File: src/tlbh_pkg.sv
// shared types and constants for the two-level tlb
`default_nettype none
package tlbh_pkg;
  localparam int VPAGE_W = 36;
  localparam int PPAGE_W = 20;
  localparam int INSTR_L1_LINES_DEF = 16;
  localparam int DATA_L1_LINES_DEF = 16;
  localparam int SHARED_L2_LINES_DEF = 64;

  localparam logic [1:0] CMD_LOOKUP = 2'd0;
  localparam logic [1:0] CMD_REFILL = 2'd1;
  localparam logic [1:0] CMD_FLUSH  = 2'd2;

  localparam logic [1:0] TGT_IL1 = 2'd0;
  localparam logic [1:0] TGT_DL1 = 2'd1;
  localparam logic [1:0] TGT_L2  = 2'd2;

  localparam logic [1:0] LVL_L1   = 2'd0;
  localparam logic [1:0] LVL_L2   = 2'd1;
  localparam logic [1:0] LVL_MISS = 2'd2;
  localparam logic [1:0] LVL_DONE = 2'd3;

  typedef struct packed {
    logic [1:0]         command;
    logic               access_kind;
    logic [VPAGE_W-1:0] virt_page;
    logic [PPAGE_W-1:0] walk_page;
    logic [1:0]         flush_target;
  } tlbh_req_t;
endpackage
`default_nettype wire

File: src/tlbh_queue.sv
// two-entry request queue between the front end and the tlb engine
`default_nettype none
module tlbh_queue
  import tlbh_pkg::*;
(
  input  wire logic      clk,
  input  wire logic      rst_n,
  input  wire logic      wr_valid,
  output logic           wr_ready,
  input  tlbh_req_t      wr_data,
  output logic           rd_valid,
  input  wire logic      rd_ready,
  output tlbh_req_t      rd_data
);
  tlbh_req_t  slot_r [2];
  logic       wp_r, rp_r;
  logic [1:0] cnt_r;
  logic       push, pop;

  assign wr_ready = (cnt_r != 2'd2);
  assign rd_valid = (cnt_r != 2'd0);
  assign rd_data  = slot_r[rp_r];
  assign push = wr_valid && wr_ready;
  assign pop  = rd_valid && rd_ready;

  always_ff @(posedge clk) begin
    if (!rst_n) begin
      wp_r  <= 1'b0;
      rp_r  <= 1'b0;
      cnt_r <= 2'd0;
    end else begin
      if (push) begin
        slot_r[wp_r] <= wr_data;
        wp_r <= ~wp_r;
      end
      if (pop) rp_r <= ~rp_r;
      cnt_r <= cnt_r + {1'b0, push} - {1'b0, pop};
    end
  end

  a_no_overflow: assert property (@(posedge clk) disable iff (!rst_n)
    cnt_r <= 2'd2) else $error("queue count overflow");
  a_push_grows: assert property (@(posedge clk) disable iff (!rst_n)
    (push && !pop) |=> cnt_r == $past(cnt_r) + 2'd1) else $error("push lost");
  a_pop_shrinks: assert property (@(posedge clk) disable iff (!rst_n)
    (pop && !push) |=> cnt_r == $past(cnt_r) - 2'd1) else $error("pop lost");
endmodule
`default_nettype wire

File: config.mk
export PLATFORM = sky130hd
export DESIGN_NAME = tlbh_queue
export DESIGN_NICKNAME = d
export VERILOG_FILES = /design/src/tlbh_pkg.sv /design/src/tlbh_queue.sv
export SDC_FILE = /design/constraint.sdc
export NUM_CORES = 1
export LEC_CHECK = 0
export CAP_MARGIN = 5
export CORE_ASPECT_RATIO = 1.75
export CORE_MARGIN = 4
export CORE_UTILIZATION = 33
export CTS_CLUSTER_DIAMETER = 40
export DETAILED_ROUTE_END_ITERATION = 16
export DONT_BUFFER_PORTS = 1
export GPL_ROUTABILITY_DRIVEN = 0
export GPL_TIMING_DRIVEN = 0
export PLACE_DENSITY = 0.5
export SYNTH_ARGS = -nofsm -noshare
export SYNTH_HDL_FRONTEND = slang
export SYNTH_SLANG_ARGS = --single-unit
File: constraint.sdc
create_clock -name clk -period 5.8 [get_ports clk]
set_input_delay 0.87 -clock clk [delete_from_list [all_inputs] [get_ports clk]]
set_output_delay 0.87 -clock clk [all_outputs]
set_load 0.02 [all_outputs]
## Word level (Yosys, flattened, before mapping)

Memory sizes are Yosys's and may differ from the RTL's. A register that Yosys moved wholly into a read port is not among the register bits.
Cells that the tools add are included.

| storage, ports and cells | value |
|---|---|
| bits in registers | 4 |
| bits in latches | 0 |
| RAM bits | 122 |
| memory bits (read-only) | 0 |
| input bits | 65 |
| output and inout bits | 63 |
| word-level logic and storage cells | 17 |
| memories | 1 |

Memory list:

| memory | words | width | rd ports | clocked after memory_dff | write ports | RTL line | text |
|---|---|---|---|---|---|---|---|
| slot_r | 2 | 61 | 1 | 1 | 1 | tlbh_queue.sv:15 | `tlbh_req_t slot_r [2];` |

| cells by class | value |
|---|---|
| $add $sub $neg | 2 |
| multipliers | 0 |
| div/mod/pow operators | 0 |
| $lt $le $gt $ge | 0 |
| equal/unequal tests | 1 |
| shifts and indexed selects | 0 |
| muxes and demuxes | 5 |
| bitwise logic cells | 2 |
| reduce and logical (&&, ||, !) cells | 3 |

Operator list:

| operator | number |
|---|---|
| two-way mux 1 bit | 5 |
| adder 2 x 1 -> 2 bit | 1 |
| logical AND 1 bit | 2 |
| != test 2 bit, second input constant | 1 |
| inverter 1 bit | 2 |
| nonzero test 2 bit | 1 |
| subtractor 2 x 1 -> 2 bit | 1 |

## Logic depth before layout (Yosys ltp)

| depth | value |
|---|---|
| word-level depth | 5 |
| depth in mapped cells | 9 |
| mapped depth without buffers | 9 |

## Worst setup path before layout

Ideal clock, no wire load.

| path | value |
|---|---|
| kind | input port to flip-flop |
| from | input rst_n |
| to | memory slot_r[0][0] (netlist bit) (enable) |
| library setup time | 0.480 ns |
| arrival time | 3.520 ns |
| path slack | 1.800 ns |
| stages | 2 |
| buffers on the path | 0 |
| path through | nand3_1 > nor2_1 |

| on the way | value |
|---|---|
| word-level cells in the longest chain between the ends | 2 |

RTL lines:

| item | RTL line | text |
|---|---|---|
| start, declared | tlbh_queue.sv:7 | `input wire logic rst_n,` |
| two-way mux 1 bit | tlbh_queue.sv:27 | `if (!rst_n) begin` |
| two-way mux 1 bit (not written as such) | tlbh_queue.sv:33 | `slot_r[wp_r] <= wr_data;` |
| end, declared | tlbh_queue.sv:15 |  |

Every way passes these cells.

==> summary.txt <==
Outcome
  – Status: finished clean

Clock network
  – CTS Buf Count: 17
  – Hold-fix buffers, CTS: 0
  – Max Root-Sink Buffers: 2
  – Reg clk slew, reported paths: 0.06 ns
  – Clock root cell: clkbuf_16
  – CTS tree: done
  – Clock Sinks: 127
  – Worst skew pair latency: 0.40 ns
  – Buffer count from post-CTS setup fixing: 0
  – Htree depth: 4
  – Post_cts resized: 0

Critical path
  – Crit Path Category: flip-flop to output pin
  – R2R depth: 3
  – Setup crit start kind: flip-flop
  – Critical Path End Type: output pin
  – Crit path cell chain: buf_6 -> buf_12 -> mux2_4
  – Worst path depth: 3
  – Critical path peak fanout: 10
  – CP max stage delay: 0.35 ns
  – Crit path buf inv count: 2
  – Critical Path RT: 4.93 ns
  – Crit path max-delay family: buffers and inverters
  – Arrival time at the worst endpoint: 1.44 ns
  – Slowest cell on crit path: mux2_4

Floorplanning
  – DIE HEIGHT: 169.9 µm
  – I/O Pins: 128
  – Area of the die: 17080 µm²
  – Num rows: 58
  – Core area: 14510 µm²
  – Die W: 100.5 µm
  – Initial Util: 0.3405

Synth
  – Synth area leader: edfxtp_1
  – Register area share after synthesis: 0.7615
  – Mapped Cells: 215
  – Synth Register Bits: 127
  – Post-synth cell types: 19
  – Post-Syn Area: 4942 µm²
  – Ys Warns: 0
  – Asr flop ratio synth: 0
  – Synthesized area per cell: 22.99 µm²
  – Area contributors post-synth: edfxtp_1, mux2_4, buf_12, dfxtp_1, xnor2_1
  – Commonest cells post-synth: edfxtp_1, mux2_4, buf_12
  – Yosys top cell area share: 0.7413
  – Number of synthesized flops with an enable pin: 122
  – Net count after synthesis: 282
  – Most common cell in the netlist: edfxtp_1
  – Synth Flop Type: edfxtp_1

Placement
  – Area after DPL: 5228 µm²
  – I/O Buffers: 0
  – Post-DP HPWL: 5981 µm
  – Post-place setup slack: 3.511 ns

Routing
  – Post-Route WL: 8784 µm
  – Drt first pass iters: 4
  – Via Count: 1962
  – DR DRC count: 0
  – DR iter-0 viols: 87
  – DRT antenna net count: 0
  – WL per Instance: 20.48 µm
  – Via-to-Cell Ratio: 4.573

Power and ir drop
  – Worst VDD drop: 194.5 µV
  – Power Density: 490.9 nW/µm²
  – Leakage: 2.033 nW

GRT
  – GRT overflow: 0
  – Vias in the first global route: 2156
  – Met2 Use GR: 0.1852
  – Antenna violations before repair: 0
  – Largest net degree at the start of global routing: 62
  – Global-route wire length before repair: 12710 µm
  – Gr usage total: 0.1047
  – Routing usage on met3: 0.04840
  – Met1 Track Usage GR: 0.09917
  – Most used routing layer: met2

Layout
  – Fillcell total: 1313
  – Layout cells sized above 1: 0.4096
  – Final #Nets: 303
  – Synth-to-Final Area Change: 18.81%
  – Finished Cell Area: 5872 µm²
  – # diodes: 0

Timing
  – Fmax: 0.4326 GHz
  – Final TNS setup: 0 ns
  – Post-layout min period: 2.311 ns
  – Tcrit/Tclk final: 0.3985
  – Slew @ Worst Pin: 0.9103 ns
  – RSZ-0062 raised after global routing: false
  – Slew Viols, Final: 0
  – Worst clock skew: 0.01036 ns
  – Hold Vio Cnt, Final: 0
  – Post-route setup slack: 3.489 ns
  – Max_slew headroom: 0.3931
  – # setup viols final: 0

Min path
  – Hold Path Depth: 2
  – Hold crit path type: flip-flop to flip-flop

Run
  – Max Cap Viol: 0
==> logic make-up after synthesis <==
group / synth area share
AOI/OAI and AO/OA: 0.002786
xor gates and xnor gates: 0.005317
adders and majority gates: 0.005062
buffers and inverters: 0.02810
DFF: 0.7615
muxes: 0.1846
and+or+nand+nor: 0.01266
==> worst min-delay path, stage by stage (launching register included) <==
cell	delay [ns]
dfxtp_1	0.35
nand2_1	0.07
o22ai_1	0.06
==> state kept, by name (all words and copies together) (netlist names), named ones only <==
register  flops
rp_r          1
wp_r          1
slot_r      122
cnt_r         2
==> cell type report <==
cell class / count / area (µm²) / share of cell area
inverter: 2 / 7.507 / 0.001279
clock inverter: 13 / 211.5 / 0.03601
buffer: 7 / 131.4 / 0.02237
multi-input combinational: 79 / 1052 / 0.1792
clock buffer: 19 / 432.9 / 0.07373
sequential: 127 / 3764 / 0.6410
timing repair buffer: 2 / 47.55 / 0.008097
tap: 180 / 225.2 / 0.03836
==> where the power goes <==
group	internal [mW]	switching (mW)	total (mW)
clock network	0.765	0.384	1.15
logic	0.280	0.341	0.620
registers	1.09	0.0220	1.11
==> layer usage <==
| layer | routed length (µm) | up-vias |
|---|---|---|
| met4 | 170 | 0 |
| li1 | - | 885 |
| met2 | 5096 | 72 |
| met1 | 2847 | 995 |
| met3 | 669 | 10 |
| met5 | 0 | - |
==> final timing paths <==
check / from / to / slack, ns
hold / removal: wp_r / wp_r / 0.54
setup / recovery: flip-flop / rd_data[21] / 3.49
setup reg to reg: cnt_r[0] / slot_r[1][50] / 3.70
hold reg to reg: wp_r / wp_r / 0.54
==> stage by stage <==
step / util / std cells / hold slack (ns) / power, mW
2_1_floorplan: - / 215 / 0.4675 / 1.675
3_3_place_gp: 0.3560 / 395 / 0.4812 / 1.763
3_5_place_dp: 0.3602 / 397 / 0.5306 / 1.772
4_1_cts: 0.4046 / 429 / 0.5332 / 2.936
5_1_grt: 0.4046 / 429 / 0.5296 / 2.999
6_report: 0.4046 / 429 / 0.5370 / 2.883
==> placed cells by master, fill, tap and decap left out, drive strengths merged <==
master / instances
nand3: 1
bufinv: 5
and3: 1
clkinv: 3
nor2b: 2
inv: 4
or2: 1
mux2: 61
ha: 2
edfxtp: 122
nor2: 1
buf: 9
and2: 3
nand2b: 1
clkinvlp: 3
dfxtp: 5
nand2: 1
xnor2: 3
clkbuf: 19
o21a: 1
o22ai: 1
Note: power is estimated with default switching activity, not from simulation.
