==> src/tlbh_pkg.sv <==
// shared types and constants for the two-level tlb
`default_nettype none
package tlbh_pkg;
  localparam int VPAGE_W = 36;
  localparam int PPAGE_W = 20;
  localparam int INSTR_L1_LINES_DEF = 16;
  localparam int DATA_L1_LINES_DEF = 16;
  localparam int SHARED_L2_LINES_DEF = 64;

  localparam logic [1:0] CMD_LOOKUP = 2'd0;
  localparam logic [1:0] CMD_REFILL = 2'd1;
  localparam logic [1:0] CMD_FLUSH  = 2'd2;

  localparam logic [1:0] TGT_IL1 = 2'd0;
  localparam logic [1:0] TGT_DL1 = 2'd1;
  localparam logic [1:0] TGT_L2  = 2'd2;

  localparam logic [1:0] LVL_L1   = 2'd0;
  localparam logic [1:0] LVL_L2   = 2'd1;
  localparam logic [1:0] LVL_MISS = 2'd2;
  localparam logic [1:0] LVL_DONE = 2'd3;

  typedef struct packed {
    logic [1:0]         command;
    logic               access_kind;
    logic [VPAGE_W-1:0] virt_page;
    logic [PPAGE_W-1:0] walk_page;
    logic [1:0]         flush_target;
  } tlbh_req_t;
endpackage
`default_nettype wire

==> src/tlbh_engine.sv <==
// tlb engine: lookup, refill and flush over the three translation stores
`default_nettype none
module tlbh_engine
  import tlbh_pkg::*;
#(
  parameter int INSTR_L1_LINES  = INSTR_L1_LINES_DEF,
  parameter int DATA_L1_LINES   = DATA_L1_LINES_DEF,
  parameter int SHARED_L2_LINES = SHARED_L2_LINES_DEF
)(
  input  wire logic              clk,
  input  wire logic              rst_n,
  input  wire logic              req_valid,
  output logic                   req_ready,
  input  tlbh_req_t              req,
  output logic                   res_valid,
  input  wire logic              res_ready,
  output logic [1:0]             res_level,
  output logic [PPAGE_W-1:0]     res_page
);
  localparam int IB = $clog2(INSTR_L1_LINES);
  localparam int DB = $clog2(DATA_L1_LINES);
  localparam int LB = $clog2(SHARED_L2_LINES);
  localparam int IT = VPAGE_W - IB;
  localparam int DT = VPAGE_W - DB;
  localparam int LT = VPAGE_W - LB;

  typedef enum logic [2:0] {S_IDLE, S_READ, S_EXEC, S_CLEAR, S_OUT} state_t;

  // tag and page arrays read through registered ports; valid bits in flops
  logic [IT-1:0]      itag_m [INSTR_L1_LINES];
  logic [PPAGE_W-1:0] ipg_m  [INSTR_L1_LINES];
  logic [DT-1:0]      dtag_m [DATA_L1_LINES];
  logic [PPAGE_W-1:0] dpg_m  [DATA_L1_LINES];
  logic [LT-1:0]      ltag_m [SHARED_L2_LINES];
  logic [PPAGE_W-1:0] lpg_m  [SHARED_L2_LINES];
  logic [INSTR_L1_LINES-1:0]  iv_r;
  logic [DATA_L1_LINES-1:0]   dv_r;
  logic [SHARED_L2_LINES-1:0] lv_r;

  state_t             state_r;
  tlbh_req_t          q_r;
  logic [IT-1:0]      itag_rd_r;
  logic [PPAGE_W-1:0] ipg_rd_r;
  logic [DT-1:0]      dtag_rd_r;
  logic [PPAGE_W-1:0] dpg_rd_r;
  logic [LT-1:0]      ltag_rd_r;
  logic [PPAGE_W-1:0] lpg_rd_r;
  logic [1:0]         lvl_r;
  logic [PPAGE_W-1:0] pg_r;
  logic               ev_r;
  logic [VPAGE_W-1:0] ovp_r;

  logic [IB-1:0] iidx;
  logic [DB-1:0] didx;
  logic [LB-1:0] lidx;
  logic [VPAGE_W-1:0] ovp;
  logic [IB-1:0] oiidx;
  logic [DB-1:0] odidx;
  logic          kd;
  logic          l1_hit, l2_hit;

  assign iidx = q_r.virt_page[IB-1:0];
  assign didx = q_r.virt_page[DB-1:0];
  assign lidx = q_r.virt_page[LB-1:0];
  assign kd   = q_r.access_kind;
  assign ovp   = {ltag_rd_r, lidx};
  assign oiidx = ovp_r[IB-1:0];
  assign odidx = ovp_r[DB-1:0];
  assign l1_hit = kd ? (dv_r[didx] && dtag_rd_r == q_r.virt_page[VPAGE_W-1:DB])
                     : (iv_r[iidx] && itag_rd_r == q_r.virt_page[VPAGE_W-1:IB]);
  assign l2_hit = lv_r[lidx] && ltag_rd_r == q_r.virt_page[VPAGE_W-1:LB];

  assign req_ready = (state_r == S_IDLE);
  assign res_valid = (state_r == S_OUT);
  assign res_level = lvl_r;
  assign res_page  = pg_r;

  // registered read ports; the other-l1 probe for eviction reuses them
  always_ff @(posedge clk) begin
    if (state_r == S_IDLE) begin
      itag_rd_r <= itag_m[req.virt_page[IB-1:0]];
      ipg_rd_r  <= ipg_m[req.virt_page[IB-1:0]];
      dtag_rd_r <= dtag_m[req.virt_page[DB-1:0]];
      dpg_rd_r  <= dpg_m[req.virt_page[DB-1:0]];
      ltag_rd_r <= ltag_m[req.virt_page[LB-1:0]];
      lpg_rd_r  <= lpg_m[req.virt_page[LB-1:0]];
    end else if (state_r == S_READ) begin
      itag_rd_r <= itag_m[ovp[IB-1:0]];
      dtag_rd_r <= dtag_m[ovp[DB-1:0]];
    end
  end

  always_ff @(posedge clk) begin
    if (!rst_n) begin
      state_r <= S_IDLE;
      iv_r <= '0;
      dv_r <= '0;
      lv_r <= '0;
      lvl_r <= LVL_DONE;
      pg_r  <= '0;
      ev_r  <= 1'b0;
    end else begin
      case (state_r)
        S_IDLE: if (req_valid) begin
          q_r <= req;
          state_r <= S_READ;
        end
        S_READ: begin
          lvl_r <= LVL_DONE;
          pg_r  <= '0;
          ev_r  <= lv_r[lidx];
          ovp_r <= ovp;
          case (q_r.command)
            CMD_LOOKUP: begin
              if (l1_hit) begin
                lvl_r <= LVL_L1;
                pg_r  <= kd ? dpg_rd_r : ipg_rd_r;
              end else if (l2_hit) begin
                lvl_r <= LVL_L2;
                pg_r  <= lpg_rd_r;
                if (kd) begin
                  dv_r[didx] <= 1'b1;
                  dtag_m[didx] <= q_r.virt_page[VPAGE_W-1:DB];
                  dpg_m[didx]  <= lpg_rd_r;
                end else begin
                  iv_r[iidx] <= 1'b1;
                  itag_m[iidx] <= q_r.virt_page[VPAGE_W-1:IB];
                  ipg_m[iidx]  <= lpg_rd_r;
                end
              end else begin
                lvl_r <= LVL_MISS;
              end
              state_r <= S_OUT;
            end
            CMD_REFILL: state_r <= S_EXEC;
            CMD_FLUSH:  state_r <= S_CLEAR;
            default:    state_r <= S_OUT;
          endcase
        end
        S_EXEC: begin
          // drop the other l1's copy of the evicted l2 entry, then fill both
          if (ev_r) begin
            if (kd) begin
              if (iv_r[oiidx] && itag_rd_r == ovp_r[VPAGE_W-1:IB])
                iv_r[oiidx] <= 1'b0;
            end else begin
              if (dv_r[odidx] && dtag_rd_r == ovp_r[VPAGE_W-1:DB])
                dv_r[odidx] <= 1'b0;
            end
          end
          lv_r[lidx] <= 1'b1;
          ltag_m[lidx] <= q_r.virt_page[VPAGE_W-1:LB];
          lpg_m[lidx]  <= q_r.walk_page;
          if (kd) begin
            dv_r[didx] <= 1'b1;
            dtag_m[didx] <= q_r.virt_page[VPAGE_W-1:DB];
            dpg_m[didx]  <= q_r.walk_page;
          end else begin
            iv_r[iidx] <= 1'b1;
            itag_m[iidx] <= q_r.virt_page[VPAGE_W-1:IB];
            ipg_m[iidx]  <= q_r.walk_page;
          end
          state_r <= S_OUT;
        end
        S_CLEAR: begin
          case (q_r.flush_target)
            TGT_IL1: iv_r <= '0;
            TGT_DL1: dv_r <= '0;
            TGT_L2:  lv_r <= '0;
            default: ;
          endcase
          state_r <= S_OUT;
        end
        S_OUT: if (res_ready) state_r <= S_IDLE;
        default: state_r <= S_IDLE;
      endcase
    end
  end

  a_out_holds: assert property (@(posedge clk) disable iff (!rst_n)
    (res_valid && !res_ready) |=> res_valid && $stable(res_level) && $stable(res_page))
    else $error("result changed while stalled");
  a_miss_zero: assert property (@(posedge clk) disable iff (!rst_n)
    (res_valid && (res_level == LVL_MISS || res_level == LVL_DONE)) |-> res_page == '0)
    else $error("page not zero on miss or done");
  a_one_busy: assert property (@(posedge clk) disable iff (!rst_n)
    req_ready |-> !res_valid) else $error("accept while result pending");
endmodule
`default_nettype wire

==> config.mk <==
export PLATFORM = sky130hd
export DESIGN_NAME = tlbh_engine
export DESIGN_NICKNAME = d
export VERILOG_FILES = /design/src/tlbh_pkg.sv /design/src/tlbh_engine.sv
export SDC_FILE = /design/constraint.sdc
export NUM_CORES = 2
export LEC_CHECK = 0
export BUFFER_PORTS_ARGS = -buffer_cell sky130_fd_sc_hd__buf_4
export CORE_ASPECT_RATIO = 1.4
export CORE_UTILIZATION = 40
export DETAILED_ROUTE_END_ITERATION = 10
export HOLD_SLACK_MARGIN = 0.12
export SETUP_SLACK_MARGIN = 0.1
export SYNTH_ARGS = -nofsm -noshare
export SYNTH_HDL_FRONTEND = slang
export SYNTH_MEMORY_MAX_BITS = 65536
export SYNTH_SLANG_ARGS = --single-unit
export TNS_END_PERCENT = 10
==> constraint.sdc <==
create_clock -name clk -period 7.8 [get_ports clk]
set_input_delay 1.17 -clock clk [delete_from_list [all_inputs] [get_ports clk]]
set_output_delay 1.17 -clock clk [all_outputs]
set_load 0.05 [all_outputs]
* Yosys cells after proc, flatten, opt, wreduce, memory -nomap -nowiden
Memory sizes are Yosys's and may differ from the RTL's. A register that Yosys moved wholly into a read port is not among the register bits.
Cells that the tools add are included.
** Word-level totals
- Memory bits (writable) :: 4864
- ROM bits :: 0
- Bits in latches :: 0
- Word-level logic and storage cells :: 170
- Memories kept :: 6
- Register bits after elaboration :: 283
** Memory list
- ltag_m :: depth 64, width 30, rd ports 1, clocked after memory_dff 1, wr ports 1, RTL line tlbh_engine.sv:34 : logic [LT-1:0] ltag_m [SHARED_L2_LINES];
- lpg_m :: depth 64, width 20, rd ports 1, clocked after memory_dff 1, wr ports 1, RTL line tlbh_engine.sv:35 : logic [PPAGE_W-1:0] lpg_m [SHARED_L2_LINES];
- dtag_m :: depth 16, width 32, rd ports 2, clocked after memory_dff 1, wr ports 1, RTL line tlbh_engine.sv:32 : logic [DT-1:0] dtag_m [DATA_L1_LINES];
- itag_m :: depth 16, width 32, rd ports 2, clocked after memory_dff 1, wr ports 1, RTL line tlbh_engine.sv:30 : logic [IT-1:0] itag_m [INSTR_L1_LINES];
- dpg_m :: depth 16, width 20, rd ports 1, clocked after memory_dff 1, wr ports 1, RTL line tlbh_engine.sv:33 : logic [PPAGE_W-1:0] dpg_m [DATA_L1_LINES];
- ipg_m :: depth 16, width 20, rd ports 1, clocked after memory_dff 1, wr ports 1, RTL line tlbh_engine.sv:31 : logic [PPAGE_W-1:0] ipg_m [INSTR_L1_LINES];
** Cells by class
- Multiply operators :: 0
- Shift-type cells :: 0
- Eq/ne operators :: 23
- Divide/modulo/power cells :: 0
- Reductions and logical operators :: 21
- Add/sub/neg operators :: 0
- Multiplexer cells :: 87
- Magnitude comparators :: 6
- Bitwise gates (word level) :: 12
** Operators with widths (count)
- 16-bit two-way mux :: 22
- 32-bit two-way mux :: 6
- 32-bit equality test :: 4
- 64-bit case mux with 2 select lines :: 1
- 20-bit two-way mux :: 6
- 16-bit case mux with 3 select lines :: 2
- 64-bit two-way mux :: 1
- 16-bit OR :: 4
- 64-bit OR :: 1
- 16-bit bitwise AND :: 2
- 1-bit two-way mux :: 32
- 30-bit equality test :: 1
- 1-bit binary-select mux with 4-bit select :: 4
- 16-bit inverter :: 1
- 2-bit inequality test (second input constant) :: 6
- 3-bit case mux with 4 select lines :: 1
- 6-bit AND reduction :: 2
- 4-bit by 5-bit < comparator with 1-bit output (second input constant) :: 2
- 1-bit demux with 4-bit select :: 2
- 4-bit by 1-bit greater-or-equal comparator with 1-bit output (second input constant) :: 2
- 1-bit logical AND :: 8
- 4-bit two-way mux :: 2
- 2-bit by 1-bit inequality test with 1-bit output (second input constant) :: 4
- 6-bit by 7-bit < comparator with 1-bit output (second input constant) :: 1
- other kinds (19) :: 32

* Longest topological paths before layout
- Depth after elaboration :: 14
- Mapped depth :: 11
- Gate-level depth less buffers :: 8

* Worst setup path before layout
No wires, ideal clock.
- Path type :: flip-flop to flip-flop
- From :: register q_r[43] (netlist name)
- To :: memory dpg_m[10][0], enable pin
- Slack :: 2.064 ns
- Period minus slack after synthesis :: 5.736 ns
- Stages on the path, launching flop included :: 9
- Data required time :: 7.338 ns
- Buffers on the path :: 1
- Library setup time :: 0.462 ns
- Arrival time :: 5.274 ns
- Cell sequence :: edfxtp_1 > xor2_1 > nor4_1 > nand4_1 > or2_2 > nor4b_4 > a31oi_2 > buf_2 > nor2_1
** Between the ends
- Longest elaborated chain between the ends :: 9
- Elaborated cells on any way between the ends :: 14
- Those cells by class :: eq/ne (3); mux (7); bitwise (1); reduce/logical (3)
** RTL lines
- start, declared :: RTL line tlbh_engine.sv:41 : tlbh_req_t q_r;
- start signal, assigned :: RTL line tlbh_engine.sv:105 : q_r <= req;
- 32-bit equality test (tied with other cells) :: RTL line tlbh_engine.sv:70 : : (iv_r[iidx] && itag_rd_r == q_r.virt_page[VPAGE_W-1:IB]);
- 1-bit logical AND (on tied branches) :: RTL line tlbh_engine.sv:70, tlbh_engine.sv:69, tlbh_engine.sv:71
- 1-bit two-way mux (on tied branches) :: RTL line tlbh_engine.sv:69, tlbh_engine.sv:118
- 1-bit two-way mux * :: RTL line tlbh_engine.sv:115 : if (l1_hit) begin
- 1-bit two-way mux * :: RTL line tlbh_engine.sv:113 : case (q_r.command)
- 1-bit two-way mux * :: RTL line tlbh_engine.sv:103 : case (state_r)
- 1-bit two-way mux * :: RTL line tlbh_engine.sv:94 : if (!rst_n) begin
- 1-bit two-way mux (implied by the code) * :: RTL line tlbh_engine.sv:124 : dpg_m[didx] <= lpg_rd_r;
- 1-bit OR (no line) *
- end, declared :: RTL line tlbh_engine.sv:33
Every way passes the cells marked *; elsewhere a longest branch is shown, timed or not.

* Worst setup path in the final report
- From :: register q_r[54] (netlist name)
- To :: memory dtag_m[14][30] (netlist name), enable pin
** Between the ends
- Longest elaborated chain between the ends :: 9
- Elaborated cells on any way between the ends :: 14
- Those cells by class :: eq/ne (3); mux (7); bitwise (1); reduce/logical (3)
** RTL lines
- 32-bit equality test (tied with other cells) :: RTL line tlbh_engine.sv:70
- 1-bit logical AND (on tied branches) :: RTL line tlbh_engine.sv:70, tlbh_engine.sv:69, tlbh_engine.sv:71
- 1-bit two-way mux (on tied branches) :: RTL line tlbh_engine.sv:69, tlbh_engine.sv:118
- 1-bit two-way mux * :: RTL line tlbh_engine.sv:115
- 1-bit two-way mux * :: RTL line tlbh_engine.sv:113
- 1-bit two-way mux * :: RTL line tlbh_engine.sv:103
- 1-bit two-way mux * :: RTL line tlbh_engine.sv:94
- 1-bit two-way mux (implied by the code) * :: RTL line tlbh_engine.sv:123 : dtag_m[didx] <= q_r.virt_page[VPAGE_W-1:DB];
- 1-bit OR (no line) *
- end, declared :: RTL line tlbh_engine.sv:32
Marked as above.

==> impl_summary.log <==
[metrics] number of optimization iterations in the first detailed-route pass: 6
[metrics] transition time at the pin with the least slew margin: 1.344 ns
[metrics] count of antenna-violating nets left after detailed routing: 0
[metrics] combined global-route utilization of all metal layers: 0.2289
[metrics] Synth Instances: 8687
[metrics] Placement Rows: 313
[metrics] Worst Hold Path Cells: 1
[metrics] required arrival time at the worst endpoint: around 8.4 ns
[metrics] CTS tree: done
[metrics] Highest Clock Rate: approximately 190 MHz
[metrics] minimum clock period after layout: between 5 and 6 ns
[metrics] Bufs and invs on worst path: 3
[metrics] number of cells on the critical path: 10
[metrics] worst IR drop on VDD: between 0.2 and 0.25 mV
[metrics] area growth from synthesis to layout: 13.09%
[metrics] class of the tightest hold or removal check: primary input to flip-flop
[metrics] Critical Setup Path Class: flip-flop to flip-flop
[metrics] leakage power summed over all cells: 71.30 nW
[metrics] total number of vias: around 100000
[metrics] Final TNS setup: 0 ns
[metrics] number of nets in the finished design: 9167
[metrics] floorplan die height: 855.4 µm
[metrics] synthesized flop and latch total: 5241
[metrics] proportion of layout cells with a drive suffix above 1: 0.3431
[metrics] CTS buffer count: 476
[metrics] total setup buffers inserted after CTS: 0
[metrics] largest cells by area after synthesis: sky130_fd_sc_hd__edfxtp_1, sky130_fd_sc_hd__mux4_2, sky130_fd_sc_hd__dfxtp_1, sky130_fd_sc_hd__clkbuf_1, sky130_fd_sc_hd__mux2_2
[metrics] clock-pin slew of the registers on the worst-case setup and hold paths: ~0.070 ns
[metrics] Routed wire per std cell: 36.55 µm
[metrics] Critical Path Source: q_r[54]
[metrics] pin count of the biggest net entering global routing: between 100 and 150
[metrics] Net Count, Synth: around 8800
[metrics] sequence of cells on the critical path: buf_4, xor2_1, nor4_1, nand4_1, or2_2, nor4b_4, a31oi_4, buf_4, nor2_4, buf_4
[metrics] Register-to-Register Path Depth: 10
[metrics] total congestion overflow after global routing: 0
[metrics] critical path's largest stage delay: just over 0.8 ns
[metrics] initial core utilization: 0.4013
[metrics] overall die area: between 0.5 and 0.6 mm²
[metrics] count of endpoints failing setup in the final report: 0
[metrics] post-synth top area cell: sky130_fd_sc_hd__edfxtp_1
[metrics] vias in the first global route: 103800
[metrics] cell seen most often among critical-path stages: sky130_fd_sc_hd__buf_4
[metrics] Clock Sink Count: 5241
[metrics] Final Slew Violations: 0
[metrics] total of warnings raised by yosys: 0
[metrics] Residual DRC: 0
[metrics] final critical-path share of the clock period: 0.6909
[metrics] maximum buffer depth of the clock tree: 4
[metrics] number of fill cells in the layout: 42530
[metrics] ports placed on the boundary: 89
[metrics] destination of the critical timing path: dtag_m[14][30]
[metrics] netlist area before placement: 0.2081 mm²
[metrics] port bufs: 88
[metrics] Std-Cell Core Area: 0.5185 mm²
[metrics] max_cap viols: 0
[metrics] Chip Width: between 600 and 700 µm
[metrics] cts hold-fix bufs: 0
[metrics] RD Place Congestion: a little under 0.9
[metrics] largest delay contributor family on the critical path: simple AND/OR/NAND/NOR gates
[metrics] most common library cell in the layout ignoring fill and taps: sky130_fd_sc_hd__edfxtp_1
[metrics] portion of synthesized cell area occupied by the leading cell type: 0.7382
[metrics] post-CTS sizing: 0
[metrics] clk root buf: sky130_fd_sc_hd__clkbuf_16
[metrics] number of antenna violations at the first check in global routing: 42
[metrics] power density normalized to cell area: 255.9 mW/mm²
[metrics] RSZ-0062 raised after global routing: no
[metrics] Max-Slew Margin vs Limit: 0.09806
[metrics] Arr. time, crit path: 6.03 ns
[metrics] first-pass GRT wire length: 832.7 mm
[metrics] Hold Vio Cnt, Final: 0
[metrics] worst reg2reg setup slack: 2.41 ns
[metrics] via/cell ratio: about 6.1
[metrics] launch instance of the worst register-to-register path: q_r[54]
[metrics] leading cell types in the layout, fill and taps excluded: sky130_fd_sc_hd__edfxtp_1, sky130_fd_sc_hd__mux4_2, sky130_fd_sc_hd__clkbuf_16, sky130_fd_sc_hd__buf_4, sky130_fd_sc_hd__dfxtp_1
[metrics] Mapped Avg Cell Area: approximately 24 µm²
[metrics] type of origin of the critical path: flip-flop
[metrics] Crit Reg-Reg Endpoint: dtag_m[14][30]
[metrics] slowest CP cell: sky130_fd_sc_hd__nor2_4
[metrics] Setup Skew: 0.07543 ns
[metrics] part of the Yosys area used for sequential elements: 0.7503
[metrics] H-tree Lvls: 5
[metrics] Distinct cells, synth: 49
[metrics] number of design-rule violations left by the first detailed-router iteration: about 12000
[metrics] half-perimeter wire length of the detailed placement result: around 350 mm
[metrics] placement-stage worst setup slack: 2.362 ns
[metrics] kind of end point of the critical path: flip-flop
[metrics] result of the run: finished, final reports clean
[metrics] worst hold slack across all endpoints: between 0.2 and 0.3 ns
[metrics] wire length reported by the detailed router: 602.4 mm
[metrics] fin worst setup slack: 2.411 ns
[metrics] clock insertion delay at the later pin of the skew report: roughly 1.1 ns
[metrics] maximum fanout count along the critical path: 99
## routing by layer
layer	global-route usage	wire [µm]	part of all wire
met5	0	57	0.000095
met4	0.1125	33010	0.055
met3	0.03255	42380	0.070
met2	0.4010	314200	0.52
met1	0.2779	212700	0.35
## final cells by class
| cell class | count | area (µm²) | share of cell area |
|---|---|---|---|
| diodes | 54 | 135.1 | 0.0005743 |
| clock buffers | 563 | 12320 | 0.05237 |
| clock inverters | 315 | 3241 | 0.01377 |
| inverters | 43 | 161.4 | 0.0006860 |
| multi-input cells | 2893 | 50440 | 0.2143 |
| flip-flops and latches | 5241 | 156100 | 0.6636 |
| well taps | 6930 | 8671 | 0.03685 |
| repair buffers | 445 | 4197 | 0.01783 |
## kinds of logic after synthesis
| group | count (synthesis) | synth area share |
|---|---|---|
| compound gates | 290 | 0.008702 |
| xor+xnor | 156 | 0.006567 |
| fa+ha+maj | 2 | 0.0001203 |
| buf+inv | 553 | 0.01115 |
| flops | 5241 | 0.7503 |
| mux | 2023 | 0.2130 |
| simple gates | 422 | 0.01016 |
## synthesized netlist by cell type (all sizes together)
library cell,instances
o21ai,107
mux2i,19
a2111o,1
inv,43
nor3,25
ha,2
nor2b,76
nand3,17
nand4,22
a21boi,1
or2,6
nand2b,12
a211o,1
a21oi,38
nand4b,2
and4b,1
nor4,32
mux4,1914
a21o,2
xor2,87
a22oi,96
nor3b,6
nor2,124
and3b,1
nor4b,1
nand2,81
buf,239
and2,6
o31ai,1
a31oi,5
dfxtp,126
a22o,1
or3,2
edfxtp,5115
a211oi,16
o22ai,18
xnor2,69
clkbuf,271
and4,1
and3,7
o21bai,1
mux2,90
o21a,2
## flip-flops by register name (all words and copies together), names as in the netlist, 2 cells and up, named ones only
register / flops
ltag_m: 1920
lpg_m: 1280
dtag_m: 512
itag_m: 512
dpg_m: 320
ipg_m: 320
lv_r: 64
q_r: 54
ovp_r: 36
dtag_rd_r: 32
itag_rd_r: 32
ltag_rd_r: 30
dpg_rd_r: 20
ipg_rd_r: 20
lpg_rd_r: 20
res_page: 20
dv_r: 16
iv_r: 16
didx: 4
state_r: 3
lidx: 2
res_level: 2
## worst reg2reg max path: stages (launching register included)
cell,delay (ns)
sky130_fd_sc_hd__edfxtp_1,0.33
sky130_fd_sc_hd__buf_4,0.76
sky130_fd_sc_hd__xor2_1,0.16
sky130_fd_sc_hd__nor4_1,0.49
sky130_fd_sc_hd__nand4_1,0.29
sky130_fd_sc_hd__or2_2,0.44
sky130_fd_sc_hd__nor4b_4,0.45
sky130_fd_sc_hd__a31oi_4,0.14
sky130_fd_sc_hd__buf_4,0.31
sky130_fd_sc_hd__nor2_4,0.81
sky130_fd_sc_hd__buf_4,0.75
## power breakdown
part | internal [mW] | switching, mW | total [mW]
Clock | 13.0 | 10.6 | 23.7
Sequential | 31.6 | 0.655 | 32.2
Combinational | 1.67 | 2.62 | 4.29
Total | 46.3 | 13.9 | 60.2
## metrics by stage
| step | cells | instance area (µm²) | power [mW] | util |
|---|---|---|---|---|
| floorplan | 8687 | 208100 | 35.02 | - |
| finish | 16480 | 235300 | 60.20 | 0.4538 |
| CTS | 16430 | 235200 | 60.59 | 0.4535 |
| detailed placement | 15550 | 219600 | 37.16 | 0.4235 |
| global route | 16480 | 235300 | 61.66 | 0.4538 |
| global placement | 15550 | 219600 | 37.07 | 0.4235 |
## worst min path at each step
stage | endpoint | from | slack, ns
6_report | q_r[21] | req[21] | 0.27
3_3_place_gp | ovp_r[18] | ltag_rd_r[12] | 0.46
3_5_place_dp | iv_r[6] | iv_r[6] | 0.49
4_1_cts | q_r[16] | req[16] | 0.18
5_1_grt | q_r[21] | req[21] | 0.24
2_1_floorplan | ovp_r[3] | didx[3] | 0.42
(Power assumes the default switching activity.)
